`src/hw/rtl/lbs_pkg.sv`:
```
package lbs_pkg;

    // Size limits of the effective registers
    localparam int MAX_CANVAS_WIDTH  = 256;
    localparam int MAX_CANVAS_HEIGHT = 256;
    localparam int MAX_WINDOW_WIDTH  = 2048;
    localparam int MAX_WINDOW_HEIGHT = 2048;

    // Field and datapath widths
    localparam int CSZ_W       = 9;               // canvas size, 1..256
    localparam int WSZ_W       = 12;              // window size, 1..2048
    localparam int COORD_W     = 11;              // window coordinate
    localparam int ADDR_W      = 16;              // canvas address
    localparam int CHAN_W      = 8;               // one color channel
    localparam int PIX_W       = 3 * CHAN_W;      // packed RGB
    localparam int PROD_W      = CSZ_W + WSZ_W;   // canvas size times window size
    localparam int DIV_NUM_W   = PROD_W;
    localparam int DIV_DEN_W   = WSZ_W;
    localparam int DIV_CNT_W   = $clog2(DIV_NUM_W);
    localparam int CFG_INDEX_W = 2;
    localparam int CFG_DATA_W  = 12;
    localparam int QUEUE_DEPTH = 4;
    localparam int QPTR_W      = $clog2(QUEUE_DEPTH);

    // Operation codes of an input item
    localparam logic OP_WRITE = 1'b0;
    localparam logic OP_SCAN  = 1'b1;

    typedef enum logic [CFG_INDEX_W-1:0] {
        CFG_CANVAS_WIDTH,
        CFG_CANVAS_HEIGHT,
        CFG_WINDOW_WIDTH,
        CFG_WINDOW_HEIGHT
    } cfg_index_t;

    typedef struct packed {
        logic              op;
        logic [ADDR_W-1:0] pixel_index;
        logic [CHAN_W-1:0] red;
        logic [CHAN_W-1:0] green;
        logic [CHAN_W-1:0] blue;
    } in_item_t;

    typedef struct packed {
        logic [COORD_W-1:0] win_x;
        logic [COORD_W-1:0] win_y;
        logic [CHAN_W-1:0]  out_red;
        logic [CHAN_W-1:0]  out_green;
        logic [CHAN_W-1:0]  out_blue;
        logic               in_picture;
        logic               frame_end;
    } out_item_t;

    // One classified operation between front and back
    typedef struct packed {
        logic               is_scan;
        logic [ADDR_W-1:0]  addr;
        logic [PIX_W-1:0]   color;
        logic [COORD_W-1:0] win_x;
        logic [COORD_W-1:0] win_y;
        logic               in_picture;
        logic               frame_end;
    } q_entry_t;

    // Geometry results and accumulator start values
    typedef struct packed {
        logic               busy;
        logic               load;
        logic [CSZ_W-1:0]   cw;
        logic [CSZ_W-1:0]   ch;
        logic [WSZ_W-1:0]   ww;
        logic [WSZ_W-1:0]   wh;
        logic [COORD_W-1:0] x0;
        logic [COORD_W-1:0] y0;
        logic [WSZ_W-1:0]   dw;
        logic [WSZ_W-1:0]   dh;
        logic [CSZ_W-1:0]   qx;
        logic [CSZ_W-1:0]   rx;
        logic [CSZ_W-1:0]   qy;
        logic [CSZ_W-1:0]   ry;
        logic [CSZ_W-1:0]   init_sx;
        logic [WSZ_W-1:0]   init_rx;
        logic [CSZ_W-1:0]   init_sy;
        logic [WSZ_W-1:0]   init_ry;
    } geom_t;

    typedef enum logic [3:0] {
        G_IDLE,
        G_MUL,
        G_SIZE,
        G_OFFSET,
        G_STEP_X,
        G_STEP_Y,
        G_INIT_X,
        G_INIT_Y,
        G_LOAD
    } geom_state_t;

endpackage

```
`src/hw/rtl/lbs_divider.sv`:
```
module lbs_divider (
    input  logic                           clk,
    input  logic                           rst_n,
    input  logic                           clear,
    input  logic                           start,
    input  logic [lbs_pkg::DIV_NUM_W-1:0]  num,
    input  logic [lbs_pkg::DIV_DEN_W-1:0]  den,
    output logic                           done,
    output logic [lbs_pkg::DIV_NUM_W-1:0]  quo,
    output logic [lbs_pkg::DIV_DEN_W-1:0]  rem
);

    logic                           active_reg, active_next;
    logic                           done_reg, done_next;
    logic [lbs_pkg::DIV_CNT_W-1:0]  cnt_reg, cnt_next;
    logic [lbs_pkg::DIV_NUM_W-1:0]  quo_reg, quo_next;
    logic [lbs_pkg::DIV_DEN_W-1:0]  rem_reg, rem_next;
    logic [lbs_pkg::DIV_DEN_W-1:0]  den_reg, den_next;
    logic [lbs_pkg::DIV_DEN_W:0]    shifted;
    logic [lbs_pkg::DIV_DEN_W:0]    trial;
    logic                           ge;

    // One restoring step: bring down a numerator bit, subtract if it fits
    assign shifted = {rem_reg, quo_reg[lbs_pkg::DIV_NUM_W-1]};
    assign ge      = shifted >= {1'b0, den_reg};
    assign trial   = shifted - {1'b0, den_reg};

    always_comb
    begin
        active_next = active_reg;
        done_next   = 1'b0;
        cnt_next    = cnt_reg;
        quo_next    = quo_reg;
        rem_next    = rem_reg;
        den_next    = den_reg;
        if (clear)
        begin
            active_next = 1'b0;
        end
        else if (active_reg)
        begin
            rem_next = ge ? trial[lbs_pkg::DIV_DEN_W-1:0] : shifted[lbs_pkg::DIV_DEN_W-1:0];
            quo_next = {quo_reg[lbs_pkg::DIV_NUM_W-2:0], ge};
            cnt_next = cnt_reg + lbs_pkg::DIV_CNT_W'(1);
            if (cnt_reg == lbs_pkg::DIV_CNT_W'(lbs_pkg::DIV_NUM_W - 1))
            begin
                active_next = 1'b0;
                done_next   = 1'b1;
            end
        end
        else if (start)
        begin
            active_next = 1'b1;
            cnt_next    = '0;
            quo_next    = num;
            rem_next    = '0;
            den_next    = den;
        end
    end

    // Hold control state
    always_ff @(posedge clk or negedge rst_n)
    begin
        if (!rst_n)
        begin
            active_reg <= 1'b0;
            done_reg   <= 1'b0;
            cnt_reg    <= '0;
        end
        else
        begin
            active_reg <= active_next;
            done_reg   <= done_next;
            cnt_reg    <= cnt_next;
        end
    end

    // Hold operands and partial results
    always_ff @(posedge clk)
    begin
        quo_reg <= quo_next;
        rem_reg <= rem_next;
        den_reg <= den_next;
    end

    assign done = done_reg;
    assign quo  = quo_reg;
    assign rem  = rem_reg;

endmodule

```
`src/hw/rtl/lbs_geometry.sv`:
```
module lbs_geometry (
    input  logic                             clk,
    input  logic                             rst_n,
    input  logic                             cfg_we,
    input  logic [lbs_pkg::CFG_INDEX_W-1:0]  cfg_index,
    input  logic [lbs_pkg::CFG_DATA_W-1:0]   cfg_data,
    input  logic [lbs_pkg::COORD_W-1:0]      col,
    input  logic [lbs_pkg::COORD_W-1:0]      row,
    output lbs_pkg::geom_t                   geom
);

    localparam int EXT_W = lbs_pkg::COORD_W + 2;

    lbs_pkg::geom_state_t state_reg, state_next;
    logic                 issued_reg, issued_next;

    logic [lbs_pkg::CSZ_W-1:0]   cw_cfg_reg, ch_cfg_reg;
    logic [lbs_pkg::WSZ_W-1:0]   ww_cfg_reg, wh_cfg_reg;
    logic [lbs_pkg::CSZ_W-1:0]   cw_c, ch_c;
    logic [lbs_pkg::WSZ_W-1:0]   ww_c, wh_c;

    logic [lbs_pkg::PROD_W-1:0]  prod_h_reg, prod_v_reg;
    logic                        fit_h;
    logic [lbs_pkg::WSZ_W-1:0]   dw_reg, dh_reg;
    logic [lbs_pkg::COORD_W-1:0] x0_reg, y0_reg;
    logic [lbs_pkg::CSZ_W-1:0]   qx_reg, rx_reg, qy_reg, ry_reg;
    logic [lbs_pkg::CSZ_W-1:0]   init_sx_reg, init_sy_reg;
    logic [lbs_pkg::WSZ_W-1:0]   init_rx_reg, init_ry_reg;
    logic [lbs_pkg::WSZ_W-1:0]   spare_w, spare_h;

    logic                           div_state;
    logic                           div_start;
    logic                           div_done;
    logic [lbs_pkg::DIV_NUM_W-1:0]  div_num, div_quo;
    logic [lbs_pkg::DIV_DEN_W-1:0]  div_den, div_rem;
    logic [EXT_W-1:0]               x_end, y_end;
    logic                           in_x, in_y;
    logic [lbs_pkg::PROD_W-1:0]     off_x_prod, off_y_prod;

    // Write configuration registers
    always_ff @(posedge clk or negedge rst_n)
    begin
        if (!rst_n)
        begin
            cw_cfg_reg <= lbs_pkg::CSZ_W'(256);
            ch_cfg_reg <= lbs_pkg::CSZ_W'(256);
            ww_cfg_reg <= lbs_pkg::WSZ_W'(256);
            wh_cfg_reg <= lbs_pkg::WSZ_W'(256);
        end
        else if (cfg_we)
        begin
            case (cfg_index)
                lbs_pkg::CFG_CANVAS_WIDTH:  cw_cfg_reg <= cfg_data[lbs_pkg::CSZ_W-1:0];
                lbs_pkg::CFG_CANVAS_HEIGHT: ch_cfg_reg <= cfg_data[lbs_pkg::CSZ_W-1:0];
                lbs_pkg::CFG_WINDOW_WIDTH:  ww_cfg_reg <= cfg_data[lbs_pkg::WSZ_W-1:0];
                lbs_pkg::CFG_WINDOW_HEIGHT: wh_cfg_reg <= cfg_data[lbs_pkg::WSZ_W-1:0];
                default: ;
            endcase
        end
    end

    // Saturate sizes, zero counts as one
    always_comb
    begin
        cw_c = (cw_cfg_reg == '0) ? lbs_pkg::CSZ_W'(1) :
               (cw_cfg_reg > lbs_pkg::CSZ_W'(lbs_pkg::MAX_CANVAS_WIDTH)) ?
               lbs_pkg::CSZ_W'(lbs_pkg::MAX_CANVAS_WIDTH) : cw_cfg_reg;
        ch_c = (ch_cfg_reg == '0) ? lbs_pkg::CSZ_W'(1) :
               (ch_cfg_reg > lbs_pkg::CSZ_W'(lbs_pkg::MAX_CANVAS_HEIGHT)) ?
               lbs_pkg::CSZ_W'(lbs_pkg::MAX_CANVAS_HEIGHT) : ch_cfg_reg;
        ww_c = (ww_cfg_reg == '0) ? lbs_pkg::WSZ_W'(1) :
               (ww_cfg_reg > lbs_pkg::WSZ_W'(lbs_pkg::MAX_WINDOW_WIDTH)) ?
               lbs_pkg::WSZ_W'(lbs_pkg::MAX_WINDOW_WIDTH) : ww_cfg_reg;
        wh_c = (wh_cfg_reg == '0) ? lbs_pkg::WSZ_W'(1) :
               (wh_cfg_reg > lbs_pkg::WSZ_W'(lbs_pkg::MAX_WINDOW_HEIGHT)) ?
               lbs_pkg::WSZ_W'(lbs_pkg::MAX_WINDOW_HEIGHT) : wh_cfg_reg;
    end

    // Picture fills the height when the canvas is relatively taller
    assign fit_h   = prod_h_reg <= prod_v_reg;
    assign spare_w = ww_c - dw_reg;
    assign spare_h = wh_c - dh_reg;

    // Current scan position against the new drawn area
    assign x_end = EXT_W'(x0_reg) + EXT_W'(dw_reg);
    assign y_end = EXT_W'(y0_reg) + EXT_W'(dh_reg);
    assign in_x  = (col >= x0_reg) && (EXT_W'(col) < x_end);
    assign in_y  = (row >= y0_reg) && (EXT_W'(row) < y_end);
    assign off_x_prod = in_x ? lbs_pkg::PROD_W'(col - x0_reg) * lbs_pkg::PROD_W'(cw_c) : '0;
    assign off_y_prod = in_y ? lbs_pkg::PROD_W'(row - y0_reg) * lbs_pkg::PROD_W'(ch_c) : '0;

    // Next state
    always_comb
    begin
        state_next = state_reg;
        case (state_reg)
            lbs_pkg::G_IDLE:   state_next = lbs_pkg::G_IDLE;
            lbs_pkg::G_MUL:    state_next = lbs_pkg::G_SIZE;
            lbs_pkg::G_SIZE:   state_next = div_done ? lbs_pkg::G_OFFSET : lbs_pkg::G_SIZE;
            lbs_pkg::G_OFFSET: state_next = lbs_pkg::G_STEP_X;
            lbs_pkg::G_STEP_X: state_next = div_done ? lbs_pkg::G_STEP_Y : lbs_pkg::G_STEP_X;
            lbs_pkg::G_STEP_Y: state_next = div_done ? lbs_pkg::G_INIT_X : lbs_pkg::G_STEP_Y;
            lbs_pkg::G_INIT_X: state_next = div_done ? lbs_pkg::G_INIT_Y : lbs_pkg::G_INIT_X;
            lbs_pkg::G_INIT_Y: state_next = div_done ? lbs_pkg::G_LOAD : lbs_pkg::G_INIT_Y;
            lbs_pkg::G_LOAD:   state_next = lbs_pkg::G_IDLE;
            default:           state_next = lbs_pkg::G_IDLE;
        endcase
        if (cfg_we)
        begin
            state_next = lbs_pkg::G_MUL;
        end
    end

    // Divider operands per state
    always_comb
    begin
        div_state = state_reg inside {lbs_pkg::G_SIZE, lbs_pkg::G_STEP_X, lbs_pkg::G_STEP_Y,
                                      lbs_pkg::G_INIT_X, lbs_pkg::G_INIT_Y};
        div_start = div_state && !issued_reg && !cfg_we;
        div_num   = '0;
        div_den   = '0;
        case (state_reg)
            lbs_pkg::G_SIZE:
            begin
                div_num = fit_h ? prod_h_reg : prod_v_reg;
                div_den = fit_h ? lbs_pkg::DIV_DEN_W'(ch_c) : lbs_pkg::DIV_DEN_W'(cw_c);
            end
            lbs_pkg::G_STEP_X:
            begin
                div_num = lbs_pkg::DIV_NUM_W'(cw_c);
                div_den = dw_reg;
            end
            lbs_pkg::G_STEP_Y:
            begin
                div_num = lbs_pkg::DIV_NUM_W'(ch_c);
                div_den = dh_reg;
            end
            lbs_pkg::G_INIT_X:
            begin
                div_num = off_x_prod;
                div_den = dw_reg;
            end
            lbs_pkg::G_INIT_Y:
            begin
                div_num = off_y_prod;
                div_den = dh_reg;
            end
            default: ;
        endcase
        issued_next = issued_reg;
        if (cfg_we || div_done)
        begin
            issued_next = 1'b0;
        end
        else if (div_start)
        begin
            issued_next = 1'b1;
        end
    end

    // Restart the whole computation after reset
    always_ff @(posedge clk or negedge rst_n)
    begin
        if (!rst_n)
        begin
            state_reg  <= lbs_pkg::G_MUL;
            issued_reg <= 1'b0;
        end
        else
        begin
            state_reg  <= state_next;
            issued_reg <= issued_next;
        end
    end

    // Capture geometry results
    always_ff @(posedge clk)
    begin
        case (state_reg)
            lbs_pkg::G_MUL:
            begin
                prod_h_reg <= lbs_pkg::PROD_W'(cw_c) * lbs_pkg::PROD_W'(wh_c);
                prod_v_reg <= lbs_pkg::PROD_W'(ch_c) * lbs_pkg::PROD_W'(ww_c);
            end
            lbs_pkg::G_SIZE:
            begin
                if (div_done)
                begin
                    if (fit_h)
                    begin
                        dh_reg <= wh_c;
                        dw_reg <= div_quo[lbs_pkg::WSZ_W-1:0];
                    end
                    else
                    begin
                        dw_reg <= ww_c;
                        dh_reg <= div_quo[lbs_pkg::WSZ_W-1:0];
                    end
                end
            end
            lbs_pkg::G_OFFSET:
            begin
                x0_reg <= fit_h ? spare_w[lbs_pkg::WSZ_W-1:1] : '0;
                y0_reg <= fit_h ? '0 : spare_h[lbs_pkg::WSZ_W-1:1];
            end
            lbs_pkg::G_STEP_X:
            begin
                if (div_done)
                begin
                    qx_reg <= div_quo[lbs_pkg::CSZ_W-1:0];
                    rx_reg <= div_rem[lbs_pkg::CSZ_W-1:0];
                end
            end
            lbs_pkg::G_STEP_Y:
            begin
                if (div_done)
                begin
                    qy_reg <= div_quo[lbs_pkg::CSZ_W-1:0];
                    ry_reg <= div_rem[lbs_pkg::CSZ_W-1:0];
                end
            end
            lbs_pkg::G_INIT_X:
            begin
                if (div_done)
                begin
                    init_sx_reg <= div_quo[lbs_pkg::CSZ_W-1:0];
                    init_rx_reg <= div_rem;
                end
            end
            lbs_pkg::G_INIT_Y:
            begin
                if (div_done)
                begin
                    init_sy_reg <= div_quo[lbs_pkg::CSZ_W-1:0];
                    init_ry_reg <= div_rem;
                end
            end
            default: ;
        endcase
    end

    lbs_divider u_divider (
        .clk   (clk),
        .rst_n (rst_n),
        .clear (cfg_we),
        .start (div_start),
        .num   (div_num),
        .den   (div_den),
        .done  (div_done),
        .quo   (div_quo),
        .rem   (div_rem)
    );

    always_comb
    begin
        geom.busy    = state_reg != lbs_pkg::G_IDLE;
        geom.load    = state_reg == lbs_pkg::G_LOAD;
        geom.cw      = cw_c;
        geom.ch      = ch_c;
        geom.ww      = ww_c;
        geom.wh      = wh_c;
        geom.x0      = x0_reg;
        geom.y0      = y0_reg;
        geom.dw      = dw_reg;
        geom.dh      = dh_reg;
        geom.qx      = qx_reg;
        geom.rx      = rx_reg;
        geom.qy      = qy_reg;
        geom.ry      = ry_reg;
        geom.init_sx = init_sx_reg;
        geom.init_rx = init_rx_reg;
        geom.init_sy = init_sy_reg;
        geom.init_ry = init_ry_reg;
    end

endmodule

```
`config.mk`:
```
export PLATFORM = sky130hd
export DESIGN_NAME = lbs_geometry
export DESIGN_NICKNAME = d
export VERILOG_FILES = /design/src/hw/rtl/lbs_pkg.sv /design/src/hw/rtl/lbs_divider.sv /design/src/hw/rtl/lbs_geometry.sv
export SDC_FILE = /design/constraint.sdc
export NUM_CORES = 2
export LEC_CHECK = 0
export ABC_CLOCK_PERIOD_IN_PS = 20200
export BUFFER_PORTS_ARGS = -buffer_cell sky130_fd_sc_hd__buf_2
export CELL_PAD_IN_SITES_DETAIL_PLACEMENT = 0
export CELL_PAD_IN_SITES_GLOBAL_PLACEMENT = 2
export CORE_UTILIZATION = 44
export CTS_BUF_LIST = sky130_fd_sc_hd__clkbuf_8
export DETAILED_ROUTE_END_ITERATION = 16
export PLACE_DENSITY = 0.95
export SLEW_MARGIN = 20
export SYNTH_ARGS = -nofsm -noshare
export SYNTH_HDL_FRONTEND = slang
export SYNTH_SLANG_ARGS = --single-unit
```
`constraint.sdc`:
```
create_clock -name clk -period 20.2 [get_ports clk]
set_input_delay 4.04 -clock clk [delete_from_list [all_inputs] [get_ports clk]]
set_output_delay 4.04 -clock clk [all_outputs]
set_load 0.03 [all_outputs]
```
### Word-level counts from Yosys, hierarchy flattened

Cells that the tools add are included.

| word-level totals | value |
|---|---|
| word-level logic and storage cells | 130 |
| register bits after elaboration | 265 |
| output and inout port bits | 168 |
| input bits | 39 |

| operators by class | value |
|---|---|
| eq/ne operators | 12 |
| multiply operators | 4 |
| order comparisons | 10 |
| bitwise logic cells | 2 |
| mux-type cells | 39 |
| reduce and logical (&&, ||, !) cells | 29 |
| add/sub/neg operators | 8 |

Operators by type and width:

| kind | number |
|---|---|
| $mux W12 | 9 |
| $mux W21 | 5 |
| $pmux W21 S5 | 1 |
| $mux W9 | 5 |
| $mul A12 B10 Y21 | 2 |
| $mul A9 B12 Y21 | 2 |
| $pmux W12 S3 | 1 |
| $sub A12 B12 Y12 | 3 |
| $pmux W4 S7 | 1 |
| $add A11 B12 Y13 | 2 |
| $lt A11 B13 Y1 | 2 |
| $gt A12 B12 Y1 const B | 2 |
| $logic_not A12 Y1 | 2 |
| $sub A11 B11 Y12 | 2 |
| $ge A11 B11 Y1 | 2 |
| $le A21 B21 Y1 | 1 |
| $reduce_and A2 Y1 | 10 |
| $gt A9 B9 Y1 const B | 2 |
| $logic_not A9 Y1 | 2 |
| $eq A4 B3 Y1 const B | 4 |
| $ge A13 B12 Y1 | 1 |
| $mux W1 | 12 |
| $mux W5 | 2 |
| $eq A4 B2 Y1 const B | 2 |
| 18 further kinds | 27 |

### Longest topological paths before layout

| logic depth | value |
|---|---|
| depth in word-level cells | 8 |
| mapped depth | 29 |
| gate-level depth less buffers | 29 |

### Cells and area by module

From an unflattened synthesis, not the netlist that was laid out.

| second synthesis, totals | value |
|---|---|
| cell total of the unflattened synthesis | 3,069 |
| area, all modules | 29,769.8 um2 |

By module, submodules not included:

| module | cells an instance | times used | area an instance (um2) |
|---|---|---|---|
| lbs_geometry | 2,837 | 1 | 26,953.4 |
| lbs_divider | 232 | 1 | 2,816.5 |

### Worst setup path before layout

Ideal clock, no wire load.

| timing | value |
|---|---|
| kind | input -> register |
| from | input row[0] (netlist name) |
| to | register u_divider.quo_reg, in the netlist u_divider.quo[20] (data pin) |
| path buffers | 0 |
| data arrival time | 10,631 ps |
| library setup time | 266 ps |
| stages on the path | 28 |
| path slack | 9,303 ps |
| path through | inv_1 ha_1 inv_1 fa_1 a21o_1 a21oi_4 o221ai_2 a21o_1 a21oi_1 xnor2_1 nand2_1 fa_1 inv_1 fa_1 fa_1 fa_1 inv_1 fa_1 inv_1 ha_1 a21o_1 or4_1 o21ai_1 a21oi_1 a31o_1 xnor2_1 a222oi_1 o21ai_1 |

| on the way | value |
|---|---|
| longest elaborated chain between the ends | 6 |
| elaborated cells between the ends (all ways) | 9 |
| classes of those cells | 1 x add/sub; 1 x mul; 2 x order compare; 4 x mux; 1 x reduce/logical |

Ends and longest elaborated chain:

| what | line | source |
|---|---|---|
| start, declared | lbs_geometry.sv:8 | `input logic [lbs_pkg::COORD_W-1:0] row,` |
| $sub A11 B11 Y12, or another cell as far along | lbs_geometry.sv:90 | `assign off_y_prod = in_y ? lbs_pkg::PROD_W'(row - y0_reg) * lbs_pkg::PROD_W'(ch_c) : '0;` |
| $mul A12 B10 Y21 / $logic_and A1 B1 Y1 (equally long branches) | lbs_geometry.sv:90, lbs_geometry.sv:88 |  |
| $mux W21 * | lbs_geometry.sv:90 |  |
| $pmux W21 S5 * | lbs_geometry.sv:122 | `case (state_reg)` |
| $mux W21 * | lbs_divider.sv:51 | `else if (start)` |
| $mux W21 * | lbs_divider.sv:40 | `else if (active_reg)` |
| end signal, assigned | lbs_divider.sv:81 | `quo_reg <= quo_next;` |
| end, declared | lbs_divider.sv:16 | `logic [lbs_pkg::DIV_NUM_W-1:0] quo_reg, quo_next;` |

Mark *: on every way between the ends. The rest lies on a longest branch, timed or not. The select of a mux whose other input is x is not followed.
A chain may end at the register's enable or synchronous reset.

### Final worst setup path

Ends and elaborated chain as after synthesis.

==> results.ini <==
[outcome]
status = completed

[worst_setup_path]
critPathMostFrequentCell = fa_1
path_class = input pin to flop
rr_endpoint = u_divider.quo[20]$_DFFE_PP_
start_kind = input pin
path_buf_inv = 6
regToRegSetupSlack_ns = 12.23
rr_worst_depth = 26
path_max_fanout = 9
path_delay_family = adder cells
cp-end-kind = flop
reg2reg_from = x0_reg[1]$_SDFFCE_PP0N_
cp_slowest_cell = fa_1
cp.arrival_ns = 11.38
cpPeakStageDelay_ns = 0.57
required_ns = 20.57

[logic_synthesis]
synth.distinct_cells = 90
synth_mux_area_share_pct = 3.02
post_synth_inst_count = 3123
yosysWarnings = 0
syn_avg_cell_area_um2 = 9.52
syn_nets = 3786
synthSimpleGateAreaFrac_pct = 14.6
ys_ff_latch = 265
ys_async_sr_fraction_pct = 20.4
synth_compound_area_share_pct = 9.33
seq_area_frac_synth_pct = 25.9
synth_top_family_by_area = adder cells
synth_xor_area_share_pct = 4.18
ys.flop_type = edfxtp_1
synth-edff-count = 211
synth_fa_ha_area_share_pct = 34.6
synthesis.area_um2 = 29700

[timing]
timing.final.crit_share_pct = 54.5
worstMarginPinSlew_ns = 1.05
worst_slack_ns = 9.19
post-route-min-period_ns = 11.01
finalSetupViolCount = 0
finalHoldViolations = 0
max_slew_margin_pct = 29.8
fin_skew_ns = 0.0610
final_max_slew_viol_count = 0
rsz0062_at_grt = no
fmax_mhz = 90.8
tns_ns = 0

[placement]
pre_cts_ws_ns = 8.63
place_congestion = 0.954
numPortBuffers = 206
placed_cell_area_um2 = 31700
hpwl_um = 74300

[floorplanning]
coreArea_um2 = 66300
die_y_um = 262
placementRows = 94
initial_core_util_pct = 44.8
ioPinCount = 207
die_w_um = 262
dieArea_um2 = 68600

[drt]
first_pass_iters = 6
vias = 23300
wirelength_um = 92900
remaining_drc_errors = 0
drt.antenna.violating_nets = 0
viasPerCell = 5.54
drt-initial-drc-count = 1861
wl_per_cell_um = 22.1

[flow_run]
cap_viol_max_count = 0

[clocking]
insertion_delay_ns = 0.64
clkTransAtPathRegs_ns = 0.06
cts.htree.levels = 2
cts_repair_resize_count = 0
cts_hold_buffers = 0
cts_made_buffers = 45
cts_sinks = 265
cts_tree = yes
postCtsSetupBuffers = 0
cts_buffer_depth = 3
clockRootBuffer = clkbuf_8

[power]
cellLeakagePower_nw = 15.6
peakVddDrop_mv = 0.130
total_power_mw = 5.35
power_density_nw_per_um2 = 164

[global_routing]
grt_max_degree = 97
track_usage_pct = 27.7
grt-ovfl-total = 0
first_global_vias = 24300
antenna_found_initial = 6
grt_pass1_wl_um = 143000

[hold_path]
worstHoldPathType = flop to flop
holdPathEnd = init_rx_reg[11]$_DFFE_PP_
hold_depth = 0
worstHoldStart = u_divider.rem[11]$_SDFFCE_PN0P_

[final_layout]
fillers = 6312
area_growth_pct = 9.79
layout-drive-gt1-share_pct = 12.0
multi_input_area_um2 = 19600
seq_area_um2 = 7690
nets = 3965
stdcell_area_um2 = 32600

[power by group]
| part | switching [mW] | internal (mW) | total (mW) |
|---|---|---|---|
| combinational | 2.49 | 1.55 | 4.04 |
| sequential | 0.0670 | 0.713 | 0.780 |
| clock | 0.239 | 0.287 | 0.526 |
[cells in the mapped netlist, drive strengths merged, types with 54 or more instances]
library cell,count,share of area [%]
fa,331,22
nand2,365,4.6
xnor2,97,2.9
nor2,236,3.0
edfxtp,211,21
inv,527,6.7
a21oi,123,2.1
and2,83,1.7
clkbuf,74,0.94
nand2b,59,1.3
o21ai,108,1.8
mux2,54,2.0
ha,293,12
[how the worst max path moves through the flow]
stage	cells after the start	start	slack (ns)	to
4_1_cts	29	row[0]	9.28	u_divider.quo[20]$_DFFE_PP_
2_1_floorplan	28	row[0]	9.30	u_divider.quo[20]$_DFFE_PP_
3_5_place_dp	29	row[0]	8.63	u_divider.quo[20]$_DFFE_PP_
6_report	29	row[0]	9.19	u_divider.quo[20]$_DFFE_PP_
5_1_grt	30	col[0]	8.72	u_divider.quo[16]$_DFFE_PP_
3_3_place_gp	30	col[0]	8.67	u_divider.quo[16]$_DFFE_PP_
[metrics by stage]
stage	utilization, %	hold slack [ns]	std cells
after CTS	49.2	0.490	4202
after global routing	49.2	0.509	4204
final	49.2	0.492	4204
after detailed placement	47.7	0.478	4119
after floorplan	-	0.446	3123
after global placement	47.7	0.476	4119
[worst reg2reg max path, delay by kind of cell (launching register included)]
family / cells / cell delay [ns]
xor gates and xnor gates: 1 / 0.20
DFF: 1 / 0.51
buffers and inverters: 4 / 0.28
adders and majority gates: 7 / 3.33
AOI/OAI and AO/OA: 8 / 2.25
and+or+nand+nor: 6 / 1.11
[cell type report]
class | instances | share of cell area, %
Antenna cell | 2 | 0.0153
Clock inverter | 35 | 0.928
Timing Repair Buffer | 235 | 3.83
Multi-Input combinational cell | 2212 | 60.1
Tap cell | 864 | 3.31
Inverter | 543 | 6.26
Clock buffer | 48 | 2.02
Sequential cell | 265 | 23.6
[layer usage]
metal | vias to the layer above | track usage [%] | wire, um
met5 | - | 0 | 13
met4 | 2 | 10.6 | 3890
met2 | 870 | 47.2 | 45000
met3 | 203 | 3.73 | 6160
li1 | 10600 | - | -
met1 | 11600 | 35.9 | 37900
[placed cells by master (no fill, tap or decap), drive strengths merged, types with 29 or more instances in the layout]
cell type and count:
fa 331, clkbuf 48, buf 235, and2 83, ha 293, dfrtp 49, nand2 365, o21ai 108
a21o 38, nand2b 59, nor3 45, mux2i 29, xnor2 97, nand3 33, edfxtp 211, mux2 54
a21oi 123, inv 544, xor2 44, nor2 236
[cells by family after synthesis]
group,Yosys count
adder cells (fa/ha/maj),624
XOR/XNOR,141
multiplexers,83
AND/OR/NAND/NOR,939
AO/OA/AOI/OAI,425
buffers and inverters,646
flip-flops,265
(Power assumes the default switching activity.)
